### config.mk
export PLATFORM = sky130hd
export DESIGN_NAME = lwda_regs
export DESIGN_NICKNAME = d
export VERILOG_FILES = /design/src/sv/lwda_pkg.sv /design/src/sv/lwda_regs.sv
export SDC_FILE = /design/constraint.sdc
export NUM_CORES = 1
export LEC_CHECK = 0
export ABC_AREA = 1
export BUFFER_PORTS_ARGS = -buffer_cell sky130_fd_sc_hd__buf_4
export CAP_MARGIN = 40
export CORE_MARGIN = 4
export CORE_UTILIZATION = 37
export CTS_CLUSTER_DIAMETER = 200
export DETAILED_ROUTE_END_ITERATION = 16
export GPL_TIMING_DRIVEN = 0
export PLACE_DENSITY = 0.91
export SLEW_MARGIN = 20
export SYNTH_ARGS = -nofsm -noshare
export SYNTH_HDL_FRONTEND = slang
export SYNTH_SLANG_ARGS = --single-unit
export TNS_END_PERCENT = 20
### constraint.sdc
create_clock -name clk -period 0.9 [get_ports clk]
set_input_delay 0.09 -clock clk [delete_from_list [all_inputs] [get_ports clk]]
set_output_delay 0.09 -clock clk [all_outputs]
set_load 0.005 [all_outputs]
### src/sv/lwda_pkg.sv
`timescale 1ns / 1ps

package lwda_pkg;

    localparam int MAX_STEPS_DEF = 128;
    localparam int MAX_WALKS_DEF = 1024;

    localparam int WALKS_REG_W = 11;
    localparam int STEPS_REG_W = 7;
    localparam int POS_W       = 8;
    localparam int D2_W        = 14;
    localparam int STEPNUM_W   = 7;
    localparam int BLK_W       = 12;
    localparam int SUM_W       = 24;
    localparam int SQ_PROD_W   = 2 * SUM_W;
    localparam int DIST_W      = 36;
    localparam int SQTOT_W     = 60;
    localparam int APB_DW      = 32;
    localparam int APB_AW      = 3;

    localparam logic [BLK_W-1:0] BLK_MAX = '1;

    localparam logic [WALKS_REG_W-1:0] WALKS_RESET = WALKS_REG_W'(100);
    localparam logic [STEPS_REG_W-1:0] STEPS_RESET = STEPS_REG_W'(100);

    typedef enum logic [0:0] {
        OP_STEP = 1'b0,
        OP_READ = 1'b1
    } op_t;

    typedef enum logic [1:0] {
        AXIS_X = 2'd0,
        AXIS_Y = 2'd1,
        AXIS_Z = 2'd2
    } axis_t;

    typedef enum logic [0:0] {
        REG_WALKS = 1'b0,
        REG_STEPS = 1'b1
    } reg_idx_t;

    typedef struct packed {
        logic                 ovf;
        logic [SQTOT_W-1:0]   sq;
        logic [DIST_W-1:0]    dsum;
    } tot_t;

    localparam int TOT_W = $bits(tot_t);

    typedef struct packed {
        logic accept;
        logic finish;
        logic clear;
        logic sweep_rd;
    } lwda_cmd_t;

    typedef struct packed {
        logic out_free;
        logic block_end;
    } lwda_status_t;

endpackage

### src/sv/lwda_regs.sv
`timescale 1ns / 1ps

module lwda_regs
    import lwda_pkg::*;
(
    input  logic                    clk,
    input  logic                    rst_n,
    input  logic                    psel,
    input  logic                    penable,
    input  logic                    pwrite,
    input  logic [APB_AW-1:0]       paddr,
    input  logic [APB_DW-1:0]       pwdata,
    output logic [APB_DW-1:0]       prdata,
    output logic                    pready,
    output logic [WALKS_REG_W-1:0]  walks_per_block,
    output logic [STEPS_REG_W-1:0]  steps_per_walk
);

    logic [WALKS_REG_W-1:0] walks_reg;
    logic [STEPS_REG_W-1:0] steps_reg;
    reg_idx_t               idx;
    logic                   wr_en;

    assign idx    = reg_idx_t'(paddr[2]);
    assign wr_en  = psel & penable & pwrite;
    assign pready = 1'b1;

    always_ff @(posedge clk or negedge rst_n)
    begin
        if (!rst_n)
        begin
            walks_reg <= WALKS_RESET;
            steps_reg <= STEPS_RESET;
        end
        else if (wr_en)
        begin
            case (idx)
                REG_WALKS: walks_reg <= pwdata[WALKS_REG_W-1:0];
                REG_STEPS: steps_reg <= pwdata[STEPS_REG_W-1:0];
                default:   ;
            endcase
        end
    end

    always_comb
    begin
        case (idx)
            REG_WALKS: prdata = APB_DW'(walks_reg);
            REG_STEPS: prdata = APB_DW'(steps_reg);
            default:   prdata = '0;
        endcase
    end

    assign walks_per_block = walks_reg;
    assign steps_per_walk  = steps_reg;

endmodule

-- Word level (Yosys, flattened, before mapping)
Cells that the tools add are included.
- reduce and logical (&&, ||, !) cells: 2
- multiplexer cells: 1
- shifts and indexed selects: 0
- magnitude comparators: 0
- divide/modulo/power cells: 0
- bitwise gates (word level): 3
- multipliers: 0
- $add $sub $neg: 0
- equal/unequal tests: 0
- operator list (kind ; count):
    32-bit case mux with 2 select lines ; 1
    2-bit AND reduction ; 2
    1-bit AND ; 2
    1-bit NOT ; 1
- bits in registers: 18
- word-level logic and storage cells: 8
- memory bits (writable): 0
- output and inout port bits: 51
- latch bits: 0
- ROM bits: 0
- memories kept: 0
- bits of input ports: 40

-- Longest topological paths before layout
- depth in word-level cells: 3
- gate-level depth with buffers: 5
- mapped depth without buffers: 4

-- Worst setup path after synthesis
No wires, ideal clock.
- path kind: reg-to-output
- from: register steps_reg[2] (netlist: steps_per_walk[2])
- to: output prdata[2]
- setup slack: 0.167 ns
- required time: 0.810 ns
- data arrival time: 0.643 ns
- path buffers: 0
- cell stages (with the launch flop): 3
- cells stage by stage: dfstp_2 -> nand2_1 -> nand2_1
- cells in the longest elaborated chain, start to end: 1
- ends and longest elaborated chain (what ; line ; source):
    from (decl) ; lwda_regs.sv:20 ; logic [STEPS_REG_W-1:0] steps_reg;
    from (signal assigned) ; lwda_regs.sv:39 ; REG_STEPS: steps_reg <= pwdata[STEPS_REG_W-1:0];
    32-bit case mux with 2 select lines ; lwda_regs.sv:47 ; case (idx)
    to (decl) ; lwda_regs.sv:13 ; output logic [APB_DW-1:0] prdata,
Every way passes these cells. The select of a mux whose other input is x is not followed.

-- Final worst setup path
- from: register walks_reg[6] (netlist: walks_per_block[6])
- to: output prdata[6]
- cells in the longest elaborated chain, start to end: 1
- ends and longest elaborated chain (what ; line ; source):
    from (decl) ; lwda_regs.sv:19 ; logic [WALKS_REG_W-1:0] walks_reg;
    from (signal assigned) ; lwda_regs.sv:38 ; REG_WALKS: walks_reg <= pwdata[WALKS_REG_W-1:0];
    32-bit case mux with 2 select lines ; lwda_regs.sv:47 ;
Every way passes these cells. The select of a mux whose other input is x is not followed.

==> flow_summary.toml <==
[routing]
detail_route.wirelength_mm = 2.70
antenna_violating_nets_post_route = 0
post_drt_wl_per_cell_um = 11.1
vias_per_cell = 4.21
via_count = 1022
detailedRoute.firstPassIterationCount = 4
drcViolationCount = 0
dr.first_iter.drc_count = 17

[pwr]
powerDensity_nw_per_um2 = 1600
leakagePower_nw = 0.965
peakVddDrop_uv = 959
power.total_mw = 2.60

[flow_run]
maximum_capacitance_violations = 0

[outcome]
failed_checks = "setup timing"
status = "complete, but fails checks"

[sta]
fin_tns_setup_ps = -3680
period_needed_ps = 1160
post-route-worst-setup-slack_ps = -262
final.setup_skew_ps = 0
fmax_mhz = 861
final_min_period_over_clock_period = 1.29
holdWs_ps = 5.93
timing.final.hold_violations = 0
setup_viol = 29
rsz0062_at_grt = "yes"
slew_viol_final = 0

[finish]
fin_area_um2 = 1630
utilization = 0.634
final_layout_size_suffix_gt1_frac = 0.455
final_cell_count_no_fill = 243
syn_to_final_growth_pct = 56.6
finalNetCount = 254
antenna-diode-count = 0

[synthesis]
syn_warnings = 0
synth.avg_cell_area_um2 = 7.64
synth.yosys.seq_area_share = 0.441
number_of_storage_elements_in_the_synthesis_netlist = 18
synth.lib_cells_used.distinct = 14
netlist_area_um2 = 1040
synthCells = 136

[global_route]
track_usage = 0.150
number_of_antenna_violations_at_the_first_check_in_global_routing = 0
grt_first_pass_wirelength_mm = 4.04
via_count_of_the_first_global_routing_pass = 910
grt_start_max_net_pins = 19
global_route.overflow_total = 0

[worst_hold_path]
worstHoldPathType = "in2reg"

[clocking]
cts_made_buffers = 3
clkLatencyLatePin_ps = 290
tritoncts_num_sinks = 18
root_buffer_cell = "clkbuf_4"
cts_tree = "yes"
cts_buffer_depth = 2
cts.reportedPaths.clkPinSlew_ps = 110
clock_tree.htree_level_count = 1

[critical_path]
timing.critical_path.to_type = "output port"
criticalPathCategory = "reg2out"
crit_fanout = 3
kind_of_start_point_of_the_critical_path = "flip-flop"
cp_data_required_time_ps = 810
worstPathArrival_ps = 1070

[placement]
finalWeightedCongestion = 0.748
place_worst_setup_slack_ps = -55.0
port-buffer-count = 45
dp.cells = 231
cell_area_after_placement_um2 = 1490
hpwl_mm = 1.95

[floorplanning]
design.die.area_um2 = 3720
die_y_extent_um = 61.0
fp-row-count = 18
ios = 91
start_util = 0.404
core_area_um2 = 2570
die_x_um = 61.0
==> worst max-delay path, cell delays in order, from the launching register on <==
cell and delay (ps):
dfstp_2 570, nand2_1 50, nand2_1 50, buf_4 100
==> cells in the mapped netlist <==
| cell type | instances | area share |
|---|---|---|
| buf_2 | 2 | 0.0096 |
| nand3_1 | 18 | 0.087 |
| dfstp_2 | 6 | 0.15 |
| dfrtp_1 | 12 | 0.29 |
| nand2_1 | 57 | 0.21 |
| nor2_4 | 1 | 0.011 |
| inv_2 | 1 | 0.0036 |
| conb_1 | 2 | 0.0072 |
| inv_1 | 5 | 0.018 |
| buf_6 | 1 | 0.011 |
| nor2_1 | 4 | 0.014 |
| buf_4 | 24 | 0.17 |
| nand4_1 | 2 | 0.012 |
| nand2_2 | 1 | 0.0060 |
==> power by group <==
part           total, mW  switching (mW)  internal, mW
logic              0.978           0.389         0.589
clock network      0.506           0.259         0.247
registers           1.12           0.119         0.998
==> kinds of logic after synthesis <==
family / count (synthesis) / share of synthesized area
buf+inv: 33 / 0.216
flops: 18 / 0.441
other cells: 2 / 0.00723
simple gates: 83 / 0.336
==> sequential cells by signal, indices dropped and copies added, names as in the netlist <==
name / count
walks_per_block: 11
steps_per_walk: 7
==> repair_timing <==
action,4_1_cts,5_1_grt
hold buffers,1,0
endpoints found under the hold margin,18,0
pin swaps,5,1
setup buffers,4,3
resized for setup,2,10
setup endpoints to repair,29,29
==> layer usage <==
layer,wire length (um),vias up,part of all wire,track usage
li1,-,529,-,-
met1,1010,452,0.37,0.172
met2,1450,36,0.54,0.273
met3,170,5,0.063,0.0170
met4,69,0,0.026,0.0743
met5,0,-,0,0
==> layout by cell type, fill, tap and decap left out, drive strengths merged <==
cell	instances
dlygate4sd3	1
inv	6
nor2	5
dfstp	6
nand4	2
clkbuf	4
nand3	18
buf	79
conb	22
nand2	58
dfrtp	12
==> final timing paths <==
kind                                           startpoint                              to  slack [ps]  cells after the start
max                        walks_per_block[6]$_DFFE_PN1P_                       prdata[6]        -260                      3
min                                             pwdata[6]  walks_per_block[6]$_DFFE_PN1P_           6                      3
max reg2reg                 steps_per_walk[5]$_DFFE_PN1P_   steps_per_walk[5]$_DFFE_PN1P_          70                      3
min reg2reg                walks_per_block[2]$_DFFE_PN1P_  walks_per_block[2]$_DFFE_PN1P_         480                      2
max in group asynchronous                           rst_n  walks_per_block[5]$_DFFE_PN1P_         460                      2
min in group asynchronous                           rst_n  walks_per_block[8]$_DFFE_PN0P_         170                      2
==> layout make-up <==
type                            count  area [um2]
Tap cell                           30        37.5
Timing Repair Buffer               53         427
Sequential cell                    18         458
Fill cell                         228         941
Multi-Input combinational cell    105         444
Buffer                             27         201
Inverter                            6        22.5
Clock buffer                        4        36.3
(Power assumes the default switching activity.)
