**src/sv/lwda_pkg.sv**
```systemverilog
`timescale 1ns / 1ps

package lwda_pkg;

    localparam int MAX_STEPS_DEF = 128;
    localparam int MAX_WALKS_DEF = 1024;

    localparam int WALKS_REG_W = 11;
    localparam int STEPS_REG_W = 7;
    localparam int POS_W       = 8;
    localparam int D2_W        = 14;
    localparam int STEPNUM_W   = 7;
    localparam int BLK_W       = 12;
    localparam int SUM_W       = 24;
    localparam int SQ_PROD_W   = 2 * SUM_W;
    localparam int DIST_W      = 36;
    localparam int SQTOT_W     = 60;
    localparam int APB_DW      = 32;
    localparam int APB_AW      = 3;

    localparam logic [BLK_W-1:0] BLK_MAX = '1;

    localparam logic [WALKS_REG_W-1:0] WALKS_RESET = WALKS_REG_W'(100);
    localparam logic [STEPS_REG_W-1:0] STEPS_RESET = STEPS_REG_W'(100);

    typedef enum logic [0:0] {
        OP_STEP = 1'b0,
        OP_READ = 1'b1
    } op_t;

    typedef enum logic [1:0] {
        AXIS_X = 2'd0,
        AXIS_Y = 2'd1,
        AXIS_Z = 2'd2
    } axis_t;

    typedef enum logic [0:0] {
        REG_WALKS = 1'b0,
        REG_STEPS = 1'b1
    } reg_idx_t;

    typedef struct packed {
        logic                 ovf;
        logic [SQTOT_W-1:0]   sq;
        logic [DIST_W-1:0]    dsum;
    } tot_t;

    localparam int TOT_W = $bits(tot_t);

    typedef struct packed {
        logic accept;
        logic finish;
        logic clear;
        logic sweep_rd;
    } lwda_cmd_t;

    typedef struct packed {
        logic out_free;
        logic block_end;
    } lwda_status_t;

endpackage

```
**src/sv/lwda_ctrl.sv**
```systemverilog
`timescale 1ns / 1ps

module lwda_ctrl
    import lwda_pkg::*;
#(
    parameter int MAX_STEPS = MAX_STEPS_DEF
) (
    input  logic                         clk,
    input  logic                         rst_n,
    input  logic                         in_valid,
    output logic                         in_stall,
    input  lwda_status_t                 status,
    output lwda_cmd_t                    cmd,
    output logic [$clog2(MAX_STEPS)-1:0] addr
);

    localparam int IDX_W = $clog2(MAX_STEPS);
    localparam int CNT_W = $clog2(MAX_STEPS + 2);

    typedef enum logic [1:0] {
        S_CLEAR,
        S_IDLE,
        S_EXEC,
        S_SWEEP
    } state_t;

    state_t           state_reg, state_next;
    logic [CNT_W-1:0] cnt_reg, cnt_next;
    logic             stall_reg, stall_next;

    always_comb
    begin
        state_next = state_reg;
        cnt_next   = cnt_reg;
        case (state_reg)
            S_CLEAR:
            begin
                if (cnt_reg == CNT_W'(MAX_STEPS - 1))
                begin
                    state_next = S_IDLE;
                    cnt_next   = '0;
                end
                else
                begin
                    cnt_next = cnt_reg + 1'b1;
                end
            end
            S_IDLE:
            begin
                if (in_valid && !stall_reg)
                begin
                    state_next = S_EXEC;
                end
            end
            S_EXEC:
            begin
                if (status.out_free)
                begin
                    state_next = status.block_end ? S_SWEEP : S_IDLE;
                    cnt_next   = '0;
                end
            end
            S_SWEEP:
            begin
                if (cnt_reg == CNT_W'(MAX_STEPS + 1))
                begin
                    state_next = S_IDLE;
                    cnt_next   = '0;
                end
                else
                begin
                    cnt_next = cnt_reg + 1'b1;
                end
            end
            default:
            begin
                state_next = S_IDLE;
                cnt_next   = '0;
            end
        endcase
        stall_next = (state_next != S_IDLE);
    end

    always_ff @(posedge clk or negedge rst_n)
    begin
        if (!rst_n)
        begin
            state_reg <= S_CLEAR;
            cnt_reg   <= '0;
            stall_reg <= 1'b1;
        end
        else
        begin
            state_reg <= state_next;
            cnt_reg   <= cnt_next;
            stall_reg <= stall_next;
        end
    end

    assign in_stall     = stall_reg;
    assign cmd.accept   = in_valid & ~stall_reg;
    assign cmd.finish   = (state_reg == S_EXEC) & status.out_free;
    assign cmd.clear    = (state_reg == S_CLEAR);
    assign cmd.sweep_rd = (state_reg == S_SWEEP) && (cnt_reg < CNT_W'(MAX_STEPS));
    assign addr         = cnt_reg[IDX_W-1:0];

endmodule

```
**config.mk**
```make
export PLATFORM = sky130hd
export DESIGN_NAME = lwda_ctrl
export DESIGN_NICKNAME = d
export VERILOG_FILES = /design/src/sv/lwda_pkg.sv /design/src/sv/lwda_ctrl.sv
export SDC_FILE = /design/constraint.sdc
export NUM_CORES = 1
export LEC_CHECK = 0
export CAP_MARGIN = 20
export CORE_MARGIN = 5
export CORE_UTILIZATION = 42
export DETAILED_ROUTE_END_ITERATION = 6
export DONT_BUFFER_PORTS = 1
export MAX_ROUTING_LAYER = met4
export PLACE_DENSITY_LB_ADDON = 0.3
export REMOVE_ABC_BUFFERS = 1
export SETUP_SLACK_MARGIN = 0.5
export SLEW_MARGIN = 20
export SYNTH_ARGS = -nofsm -noshare
export SYNTH_HDL_FRONTEND = slang
export SYNTH_SLANG_ARGS = --single-unit
```
**constraint.sdc**
```tcl
create_clock -name clk -period 1.9 [get_ports clk]
set_input_delay 0.19 -clock clk [delete_from_list [all_inputs] [get_ports clk]]
set_output_delay 0.19 -clock clk [all_outputs]
set_load 0.05 [all_outputs]
```
# Word-level counts from Yosys, hierarchy flattened

Cells that the tools add are included.

Register bits: 11
Input bits: 5
Output and inout bits: 12

Add/sub/neg operators: 1
$lt $le $gt $ge: 1
Equality and inequality tests: 7
Muxes and demuxes: 10
Bitwise gates (word level): 3
Reduce and logical (&&, ||, !) cells: 6

Operator list:

| cell                | number |
|---|---|
| $mux 8              | 3 |
| $pmux 8 s3          | 1 |
| $mux 2              | 5 |
| $add 8x1->8 const B | 1 |
| $eq 8x7->1 const B  | 1 |
| $eq 8x8->1 const B  | 1 |
| $lt 8x8->1 const B  | 1 |
| $pmux 2 s4          | 1 |
| $eq 2x2->1 const B  | 2 |
| $reduce_bool 3->1   | 1 |
| $and 1x1->1         | 2 |
| $eq 2x1->1 const B  | 1 |
| $logic_and 1x1->1   | 2 |
| $logic_not 2->1     | 1 |
| $ne 2x1->1 const B  | 1 |
| $ne 2x2->1 const B  | 1 |
| $reduce_and 2->1    | 1 |
| $logic_not 1->1     | 1 |
| $not 1->1           | 1 |

# Logic depth before layout (Yosys ltp)

Gate-level depths: netlist of the first run.

Depth after elaboration: 5
Gate-level depth with buffers: 6
Depth with buffers taken out: 6

# Worst setup path after synthesis of the first run

OpenSTA, ideal clock, no wires.

Path kind: reg2reg
Start point: register state_reg[1]
End point: register stall_reg, in the netlist in_stall
Arrival: 1.507 ns
Data required time: 1.833 ns
Setup slack: 0.325 ns
Stages on the path, launching flop included: 5
Path buffers: 1
Period minus slack after synthesis: 1.575 ns
Path through: dfrtp_1 > buf_6 > nor2_1 > a211oi_2 > nand3b_1

RTL lines:

| what                   | line            | source |
|---|---|---|
| from (decl)            | lwda_ctrl.sv:27 | `state_t state_reg, state_next;` |
| from (signal assigned) | lwda_ctrl.sv:94 | `state_reg <= state_next;` |
| to (signal assigned)   | lwda_ctrl.sv:96 | `stall_reg <= stall_next;` |
| to (decl)              | lwda_ctrl.sv:29 | `logic stall_reg, stall_next;` |

# Worst setup path in the final report of the first run

Start point: register cnt_reg[1]
End point: register cnt_reg[7]

Word-level cells in the longest chain between the ends: 3
Elaborated cells between the ends (all ways): 6

RTL lines:

| what                                      | line                             | source |
|---|---|---|
| from (decl)                               | lwda_ctrl.sv:28                  | `logic [CNT_W-1:0] cnt_reg, cnt_next;` |
| from (signal assigned)                    | lwda_ctrl.sv:95                  | `cnt_reg <= cnt_next;` |
| $add 8x1->8, or another cell as far along | lwda_ctrl.sv:45, lwda_ctrl.sv:72 |  |
| $mux 8, on equally long branches          | lwda_ctrl.sv:65, lwda_ctrl.sv:38 |  |
| $pmux 8 s3 *                              | lwda_ctrl.sv:35                  | `case (state_reg)` |

Every way passes the cells marked *; elsewhere a longest branch is shown, timed or not.
A chain may end at the register's enable or synchronous reset.

==> impl_metrics.prom, run 1 <==
# TYPE chip_impl_metric gauge
chip_impl_info{name="status",value="completed"} 1
chip_impl_info{name="layout_common_cells",value="sky130_fd_sc_hd__buf_4, sky130_fd_sc_hd__dfrtp_1, sky130_fd_sc_hd__nand2_1"} 1
chip_impl_metric{name="core_footprint",unit="mm^2"} 0.001922
chip_impl_metric{name="largest_net_degree_at_the_start_of_global_routing",unit=""} 12
chip_impl_metric{name="drt_iter0_drc",unit=""} 23
chip_impl_info{name="setup.worst_path.start_class",value="register"} 1
chip_impl_metric{name="postRouteAntennaNets",unit=""} 0
chip_impl_metric{name="synth_area_per_cell",unit="um^2"} 9.833
chip_impl_metric{name="overflow",unit=""} 0
chip_impl_metric{name="worst_ep_required_time",unit="ns"} 2.04
chip_impl_metric{name="finalMaxSlewViolations",unit=""} 0
chip_impl_metric{name="timing.final.crit_period",unit="ns"} 1.589
chip_impl_metric{name="crit_path_max_incr_delay",unit="ns"} 0.42
chip_impl_metric{name="cts_htree_levels",unit=""} 1
chip_impl_metric{name="seq_total_area_yosys",unit="%"} 33.08
chip_impl_metric{name="area_growth",unit="%"} 20.96
chip_impl_metric{name="fin_nets",unit=""} 100
chip_impl_info{name="critical_path_class",value="reg -> reg"} 1
chip_impl_metric{name="clock-sinks",unit=""} 11
chip_impl_metric{name="fp.dieH",unit="um"} 54.61
chip_impl_metric{name="drc",unit=""} 0
chip_impl_metric{name="synth_enable_flop_cells",unit=""} 0
chip_impl_metric{name="cts_made_buffers",unit=""} 3
chip_impl_info{name="min-delay-path-class",value="in -> reg"} 1
chip_impl_metric{name="worstRegToRegCells",unit=""} 5
chip_impl_metric{name="timing.final.hold_violations",unit=""} 0
chip_impl_info{name="regToRegStartpoint",value="cnt_reg[1]"} 1
chip_impl_metric{name="global_route_wire_length_before_repair",unit="mm"} 3.070
chip_impl_metric{name="drt-wirelength-per-cell",unit="um"} 15.87
chip_impl_metric{name="floorplan.initialDensity",unit="%"} 43.49
chip_impl_info{name="setup_repair_after_global_routing_missed_its_margin",value="yes"} 1
chip_impl_metric{name="firstDrtPassIters",unit=""} 6
chip_impl_metric{name="first_global_vias",unit=""} 632
chip_impl_metric{name="ys.warnings.count",unit=""} 0
chip_impl_info{name="critPathTopFamily",value="flip-flops"} 1
chip_impl_info{name="synth_top_flop_cell",value="sky130_fd_sc_hd__dfrtp_1"} 1
chip_impl_metric{name="synth.distinct_cells",unit=""} 39
chip_impl_metric{name="routed-via-count",unit=""} 666
chip_impl_metric{name="drt-total-wl",unit="mm"} 1.888
chip_impl_metric{name="floorplan.io_pins",unit=""} 17
chip_impl_metric{name="critical_path_peak_fanout",unit=""} 7
chip_impl_info{name="critical_path.cell_chain",value="buf_4 -> ha_2 -> nand4_2 -> mux2i_4 -> a21oi_2"} 1
chip_impl_metric{name="groute.usage.overall",unit="%"} 15.03
chip_impl_info{name="worst_r2r_endpoint",value="cnt_reg[7]"} 1
chip_impl_metric{name="post_drt_via_cell_ratio",unit=""} 5.597
chip_impl_metric{name="number_of_buffers_added_on_ports",unit=""} 0
chip_impl_metric{name="worst_skew_pair.late_latency",unit="ns"} 0.28
chip_impl_metric{name="cts_max_path_buffers",unit=""} 2
chip_impl_metric{name="critPathBufInv",unit=""} 1
chip_impl_metric{name="drive_gt1_share",unit="%"} 51.09
chip_impl_metric{name="hpwlAfterDp",unit="mm"} 1.291
chip_impl_metric{name="syn_inst",unit=""} 85
chip_impl_metric{name="hold-path-cell-count",unit=""} 2
chip_impl_metric{name="ffs_w_async_s_r_synth",unit="%"} 100.0
chip_impl_info{name="final_common_cell",value="sky130_fd_sc_hd__buf_4"} 1
chip_impl_metric{name="max_slew_headroom_at_the_worst_pin",unit="%"} 65.70
chip_impl_metric{name="clock-skew-final",unit="ns"} 0.01633
chip_impl_info{name="holdPathEnd",value="state_reg[1]"} 1
chip_impl_info{name="cell_at_the_root_of_the_clock_tree",value="sky130_fd_sc_hd__clkbuf_4"} 1
chip_impl_metric{name="largest_reg_flops",unit=""} 8
chip_impl_metric{name="die-area",unit="mm^2"} 0.002982
chip_impl_metric{name="floorplan.rows",unit=""} 16
chip_impl_info{name="cp-end-kind",value="register"} 1
chip_impl_metric{name="timing.critical_path.arrival",unit="ns"} 1.72
chip_impl_info{name="tritoncts",value="built"} 1
chip_impl_info{name="hold_path_startpoint",value="in_valid"} 1
chip_impl_metric{name="clk_pin_slew_worst_paths",unit="ns"} 0.09
chip_impl_metric{name="antenna_found_initial",unit=""} 0
chip_impl_metric{name="gp_congestion",unit=""} 0.8895
chip_impl_metric{name="max_cap_violations",unit=""} 0
chip_impl_metric{name="min_period_over_period",unit="%"} 83.63
chip_impl_metric{name="yosys_register_bits",unit=""} 11
chip_impl_info{name="crit_slowest_cell",value="sky130_fd_sc_hd__dfrtp_1"} 1
chip_impl_metric{name="fin_setup_tns",unit="ns"} 0
chip_impl_metric{name="setup.reg_to_reg.worst_slack",unit="ns"} 0.31
chip_impl_metric{name="die_outline_width",unit="um"} 54.61
chip_impl_metric{name="num_antenna_cells",unit=""} 0
chip_impl_metric{name="worst-slew-pin-transition",unit="ns"} 0.5129
chip_impl_metric{name="fmax",unit="MHz"} 629.3
chip_impl_metric{name="setup_violations",unit=""} 0
chip_impl_metric{name="synth_area",unit="um^2"} 835.8
[layout make-up]
| cell class | count | area (um^2) |
|---|---|---|
| repair buffers | 16 | 141.4 |
| multi-input cells | 59 | 523.0 |
| well taps | 27 | 33.78 |
| fillers | 185 | 910.9 |
| inverters | 2 | 7.507 |
| clock buffers | 4 | 26.28 |
| flip-flops and latches | 11 | 279.0 |
[per-layer routing]
| metal | GRT usage, % | up-vias | share of wire [%] |
|---|---|---|---|
| met5 | - | - | 0 |
| met1 | 17.97 | 319 | 42 |
| met3 | 3.815 | 4 | 7.4 |
| met4 | 5.809 | 0 | 1.3 |
| li1 | - | 312 | - |
| met2 | 24.02 | 31 | 50 |
[repair_timing]
item | CTS | global route
hold endpoints to repair | 11 | 0
buffers inserted | 2 | 2
endpoints found under the setup margin | 13 | 15
gates resized for setup | 9 | 19
hold buffers | 1 | 0
gates cloned | 0 | 0
pin swaps | 5 | 8
[synth_stat cells, drive strengths merged (2+ instances only)]
cell    count  area, um^2
buf        12       105.1
nor2        5       18.77
a211oi      2       20.02
nand3b      3       22.52
nand2       5       18.77
a21oi       6       33.78
nor2b       3       18.77
o21ai       6       30.03
inv         2       7.510
dfrtp      10       250.2
nand4       2       18.77
nor3        2       10.01
ha          2       25.02
xnor2       3       26.28
nand3       3       15.01
nor4        3       40.04
[cell families after synthesis]
kind of cell               Yosys count  synth area share, %
DFF                                 11                33.08
xor gates and xnor gates             3                3.144
and+or+nand+nor                     34                29.05
muxes                                1                2.694
buffers and inverters               15                14.07
adders and majority gates            2                2.994
AOI/OAI and AO/OA                   19                14.97
[how the worst max path moves through the flow]
stage | cells after the start | start | slack [ns] | end
finish | 5 | cnt_reg[1] | 0.31 | cnt_reg[7]
global route | 6 | cnt_reg[1] | 0.26 | cnt_reg[7]
CTS | 5 | cnt_reg[0] | 0.37 | cnt_reg[3]
detailed placement | 4 | state_reg[0] | 0.21 | cnt_reg[6]
global placement | 6 | cnt_reg[1] | 0.26 | cnt_reg[5]
floorplan | 5 | cnt_reg[0] | 0.11 | cnt_reg[1]
[metrics by stage]
stage | util [%] | std cells | instance area (um^2) | setup slack, ns | hold slack (ns)
after detailed placement | 43.82 | 110 | 842.1 | 0.2126 | -0.1051
after floorplan | - | 72 | 725.7 | 0.1143 | -0.1056
after CTS | 48.11 | 117 | 924.6 | 0.3733 | 0.1241
after global routing | 52.60 | 119 | 1011 | 0.2641 | 0.1107
after global placement | 43.82 | 110 | 842.1 | 0.2589 | -0.1051
final | 52.60 | 119 | 1011 | 0.3110 | 0.1131
Power of run 1 is not shown: default switching activity piles up to over one toggle a cycle in this logic, so the estimate is an artifact.
==> run 2, diff against run 1 <==
clock period = 1.59 ns   (was 1.9 ns; I/O delays follow)
==> run 2 against run 1 <==
- global-route usage increased by 2.2 points
- sequential share of layout area decreased by 4.0 points
- register-to-register slack got worse by 0.25 ns
- setup slack got worse by 0.25 ns
- count of clock-buffer cells in the layout unchanged
- critical path type unchanged
- die area unchanged
- clock skew decreased by 0.015 ns
==> impl_metrics.prom, run 2 (same netlist as run 1, synthesis figures left out) <==
# TYPE chip_impl_metric gauge
chip_impl_metric{name="area_growth",unit="%"} 42.51
chip_impl_metric{name="power.total",unit="uW"} 2827
chip_impl_metric{name="cts_htree_levels",unit=""} 1
chip_impl_metric{name="globalRouteMet2Util",unit="%"} 25.00
chip_impl_metric{name="max-vdd-ir-drop",unit="mV"} 1.117
chip_impl_metric{name="clk_pin_slew_worst_paths",unit="ns"} 0.08
chip_impl_metric{name="drive_gt1_share",unit="%"} 55.66
chip_impl_info{name="cp-end-kind",value="register"} 1
chip_impl_metric{name="worst-slew-pin-transition",unit="ns"} 0.5323
chip_impl_metric{name="use_met3",unit="%"} 3.815
chip_impl_metric{name="power_density",unit="mW/mm^2"} 2374
chip_impl_metric{name="largest_net_degree_at_the_start_of_global_routing",unit=""} 12
chip_impl_metric{name="finalMaxSlewViolations",unit=""} 0
chip_impl_metric{name="finalWorstSetupSlack",unit="ns"} 0.06372
chip_impl_info{name="setup.worst_path.start_class",value="register"} 1
chip_impl_metric{name="timing.critical_path.arrival",unit="ns"} 1.71
chip_impl_metric{name="number_of_buffers_added_on_ports",unit=""} 0
chip_impl_metric{name="antenna_found_initial",unit=""} 0
chip_impl_metric{name="fmax",unit="MHz"} 655.2
chip_impl_metric{name="postRouteAntennaNets",unit=""} 0
chip_impl_metric{name="num_antenna_cells",unit=""} 0
chip_impl_metric{name="post_drt_via_cell_ratio",unit=""} 5.308
chip_impl_metric{name="max_slew_headroom_at_the_worst_pin",unit="%"} 64.40
chip_impl_metric{name="clock-skew-final",unit="ns"} 0.001361
chip_impl_metric{name="core_footprint",unit="mm^2"} 0.001922
chip_impl_metric{name="min_period_over_period",unit="%"} 95.99
chip_impl_metric{name="post_dp_cell_area",unit="um^2"} 894.6
chip_impl_info{name="cell_at_the_root_of_the_clock_tree",value="sky130_fd_sc_hd__clkbuf_4"} 1
chip_impl_metric{name="floorplan.rows",unit=""} 16
chip_impl_info{name="globalRoute.busiestLayer",value="met2"} 1
chip_impl_metric{name="postLayoutCoreUtil",unit="%"} 61.98
chip_impl_metric{name="fin_nets",unit=""} 114
chip_impl_metric{name="hpwlAfterDp",unit="mm"} 1.364
chip_impl_metric{name="worst_ep_required_time",unit="ns"} 1.78
chip_impl_metric{name="pre_cts_ws",unit="ns"} 0.04420
chip_impl_metric{name="drc",unit=""} 0
chip_impl_metric{name="global_route_track_usage_on_met1",unit="%"} 23.29
chip_impl_info{name="tritoncts",value="built"} 1
chip_impl_metric{name="setup.reg_to_reg.worst_slack",unit="ns"} 0.06
chip_impl_metric{name="timing.final.crit_period",unit="ns"} 1.526
chip_impl_metric{name="clock-sinks",unit=""} 11
chip_impl_metric{name="overflow",unit=""} 0
chip_impl_metric{name="routed-via-count",unit=""} 706
chip_impl_metric{name="gp_congestion",unit=""} 0.7782
chip_impl_metric{name="cts_max_path_buffers",unit=""} 2
chip_impl_info{name="setup_repair_after_global_routing_missed_its_margin",value="yes"} 1
chip_impl_info{name="min-delay-path-class",value="in -> reg"} 1
chip_impl_info{name="layout_common_cells",value="sky130_fd_sc_hd__buf_4, sky130_fd_sc_hd__buf_6, sky130_fd_sc_hd__dfrtp_1"} 1
chip_impl_metric{name="drt-wirelength-per-cell",unit="um"} 16.39
chip_impl_info{name="critical_path_class",value="reg -> reg"} 1
chip_impl_metric{name="groute.usage.overall",unit="%"} 17.24
chip_impl_metric{name="drt-total-wl",unit="mm"} 2.180
chip_impl_metric{name="max_cap_violations",unit=""} 0
chip_impl_metric{name="floorplan.initialDensity",unit="%"} 43.49
chip_impl_metric{name="floorplan.io_pins",unit=""} 17
chip_impl_metric{name="first_global_vias",unit=""} 695
chip_impl_metric{name="die-area",unit="mm^2"} 0.002982
chip_impl_metric{name="final_design_area_no_fill",unit="mm^2"} 0.001191
chip_impl_metric{name="timing.final.hold_violations",unit=""} 0
chip_impl_metric{name="worst_skew_pair.late_latency",unit="ns"} 0.28
chip_impl_metric{name="cts_made_buffers",unit=""} 3
chip_impl_metric{name="global_route_wire_length_before_repair",unit="mm"} 3.491
chip_impl_metric{name="fp.dieH",unit="um"} 54.61
chip_impl_metric{name="critical_path_peak_fanout",unit=""} 7
chip_impl_metric{name="setup_violations",unit=""} 0
chip_impl_info{name="status",value="completed"} 1
chip_impl_metric{name="fin_setup_tns",unit="ns"} 0
chip_impl_metric{name="pleak",unit="uW"} 0.0004809
chip_impl_metric{name="firstDrtPassIters",unit=""} 4
chip_impl_metric{name="largest_reg_flops",unit=""} 8
chip_impl_metric{name="drt_iter0_drc",unit=""} 24
chip_impl_info{name="final_common_cell",value="sky130_fd_sc_hd__buf_4"} 1
chip_impl_metric{name="die_outline_width",unit="um"} 54.61
-- run 2: cell count changes in the layout (fill, tap and decap cells not counted), moves of 2 or more --
cell / delta
sky130_fd_sc_hd__a21oi_1: +2
sky130_fd_sc_hd__a21oi_2: -2
sky130_fd_sc_hd__nor2b_2: -2
sky130_fd_sc_hd__buf_6: +7
sky130_fd_sc_hd__dfrtp_1: -2
sky130_fd_sc_hd__buf_4: +2
sky130_fd_sc_hd__dfrtp_2: +2
sky130_fd_sc_hd__buf_8: +4
-- run 2: power by group --
part	internal, uW	leakage, uW	switching (uW)	total [uW]
clock	97.4	0.0000150	108	205
sequential	427	0.000130	173	599
combinational	888	0.000336	1140	2020
-- run 2: routing by layer --
layer,share of wire (%),wire length [um]
met1,46,995
met2,49,1061
met3,4.2,92
met4,1.3,29
met5,0,0
-- run 2: worst paths after layout --
check	startpoint	end	cells past startpoint
setup / recovery	cnt_reg[0]	cnt_reg[1]	5
hold / removal	in_valid	state_reg[1]	2
setup reg to reg	cnt_reg[0]	cnt_reg[1]	5
hold reg to reg	cnt_reg[0]	cnt_reg[1]	2
max in group asynchronous	rst_n	state_reg[0]	1
min in group asynchronous	rst_n	cnt_reg[1]	1
-- run 2: final cells by class --
cell class,instances,area [um^2]
clock buffer,4,26.28
fill,158,730.7
inverter,2,7.507
multi-input combinational,59,526.8
sequential,11,281.5
tap,27,33.78
timing repair buffer,30,315.3
-- run 2: repair_timing --
| action | CTS | global route |
|---|---|---|
| hold buffers | 1 | 0 |
| resized for setup | 29 | 13 |
| pin swaps | 6 | 7 |
| endpoints found under the hold margin | 11 | 0 |
| setup buffers | 8 | 3 |
| endpoints found under the setup margin | 21 | 23 |
-- run 2: worst max-delay path: stages, from the launching register on --
cell                       delay, ns
sky130_fd_sc_hd__dfrtp_1        0.41
sky130_fd_sc_hd__ha_2           0.19
sky130_fd_sc_hd__nor4bb_4       0.15
sky130_fd_sc_hd__a21boi_2       0.25
sky130_fd_sc_hd__mux2i_4        0.16
sky130_fd_sc_hd__o31ai_1        0.27
-- run 2: through the flow --
step                std cells  hold WS (ns)
floorplan                  72       -0.1366
global placement          117       -0.1361
detailed placement        117       -0.1361
CTS                       130       0.07618
global route              133        0.1049
finish                    133       0.07774
Note: power is estimated with default switching activity, not from simulation.
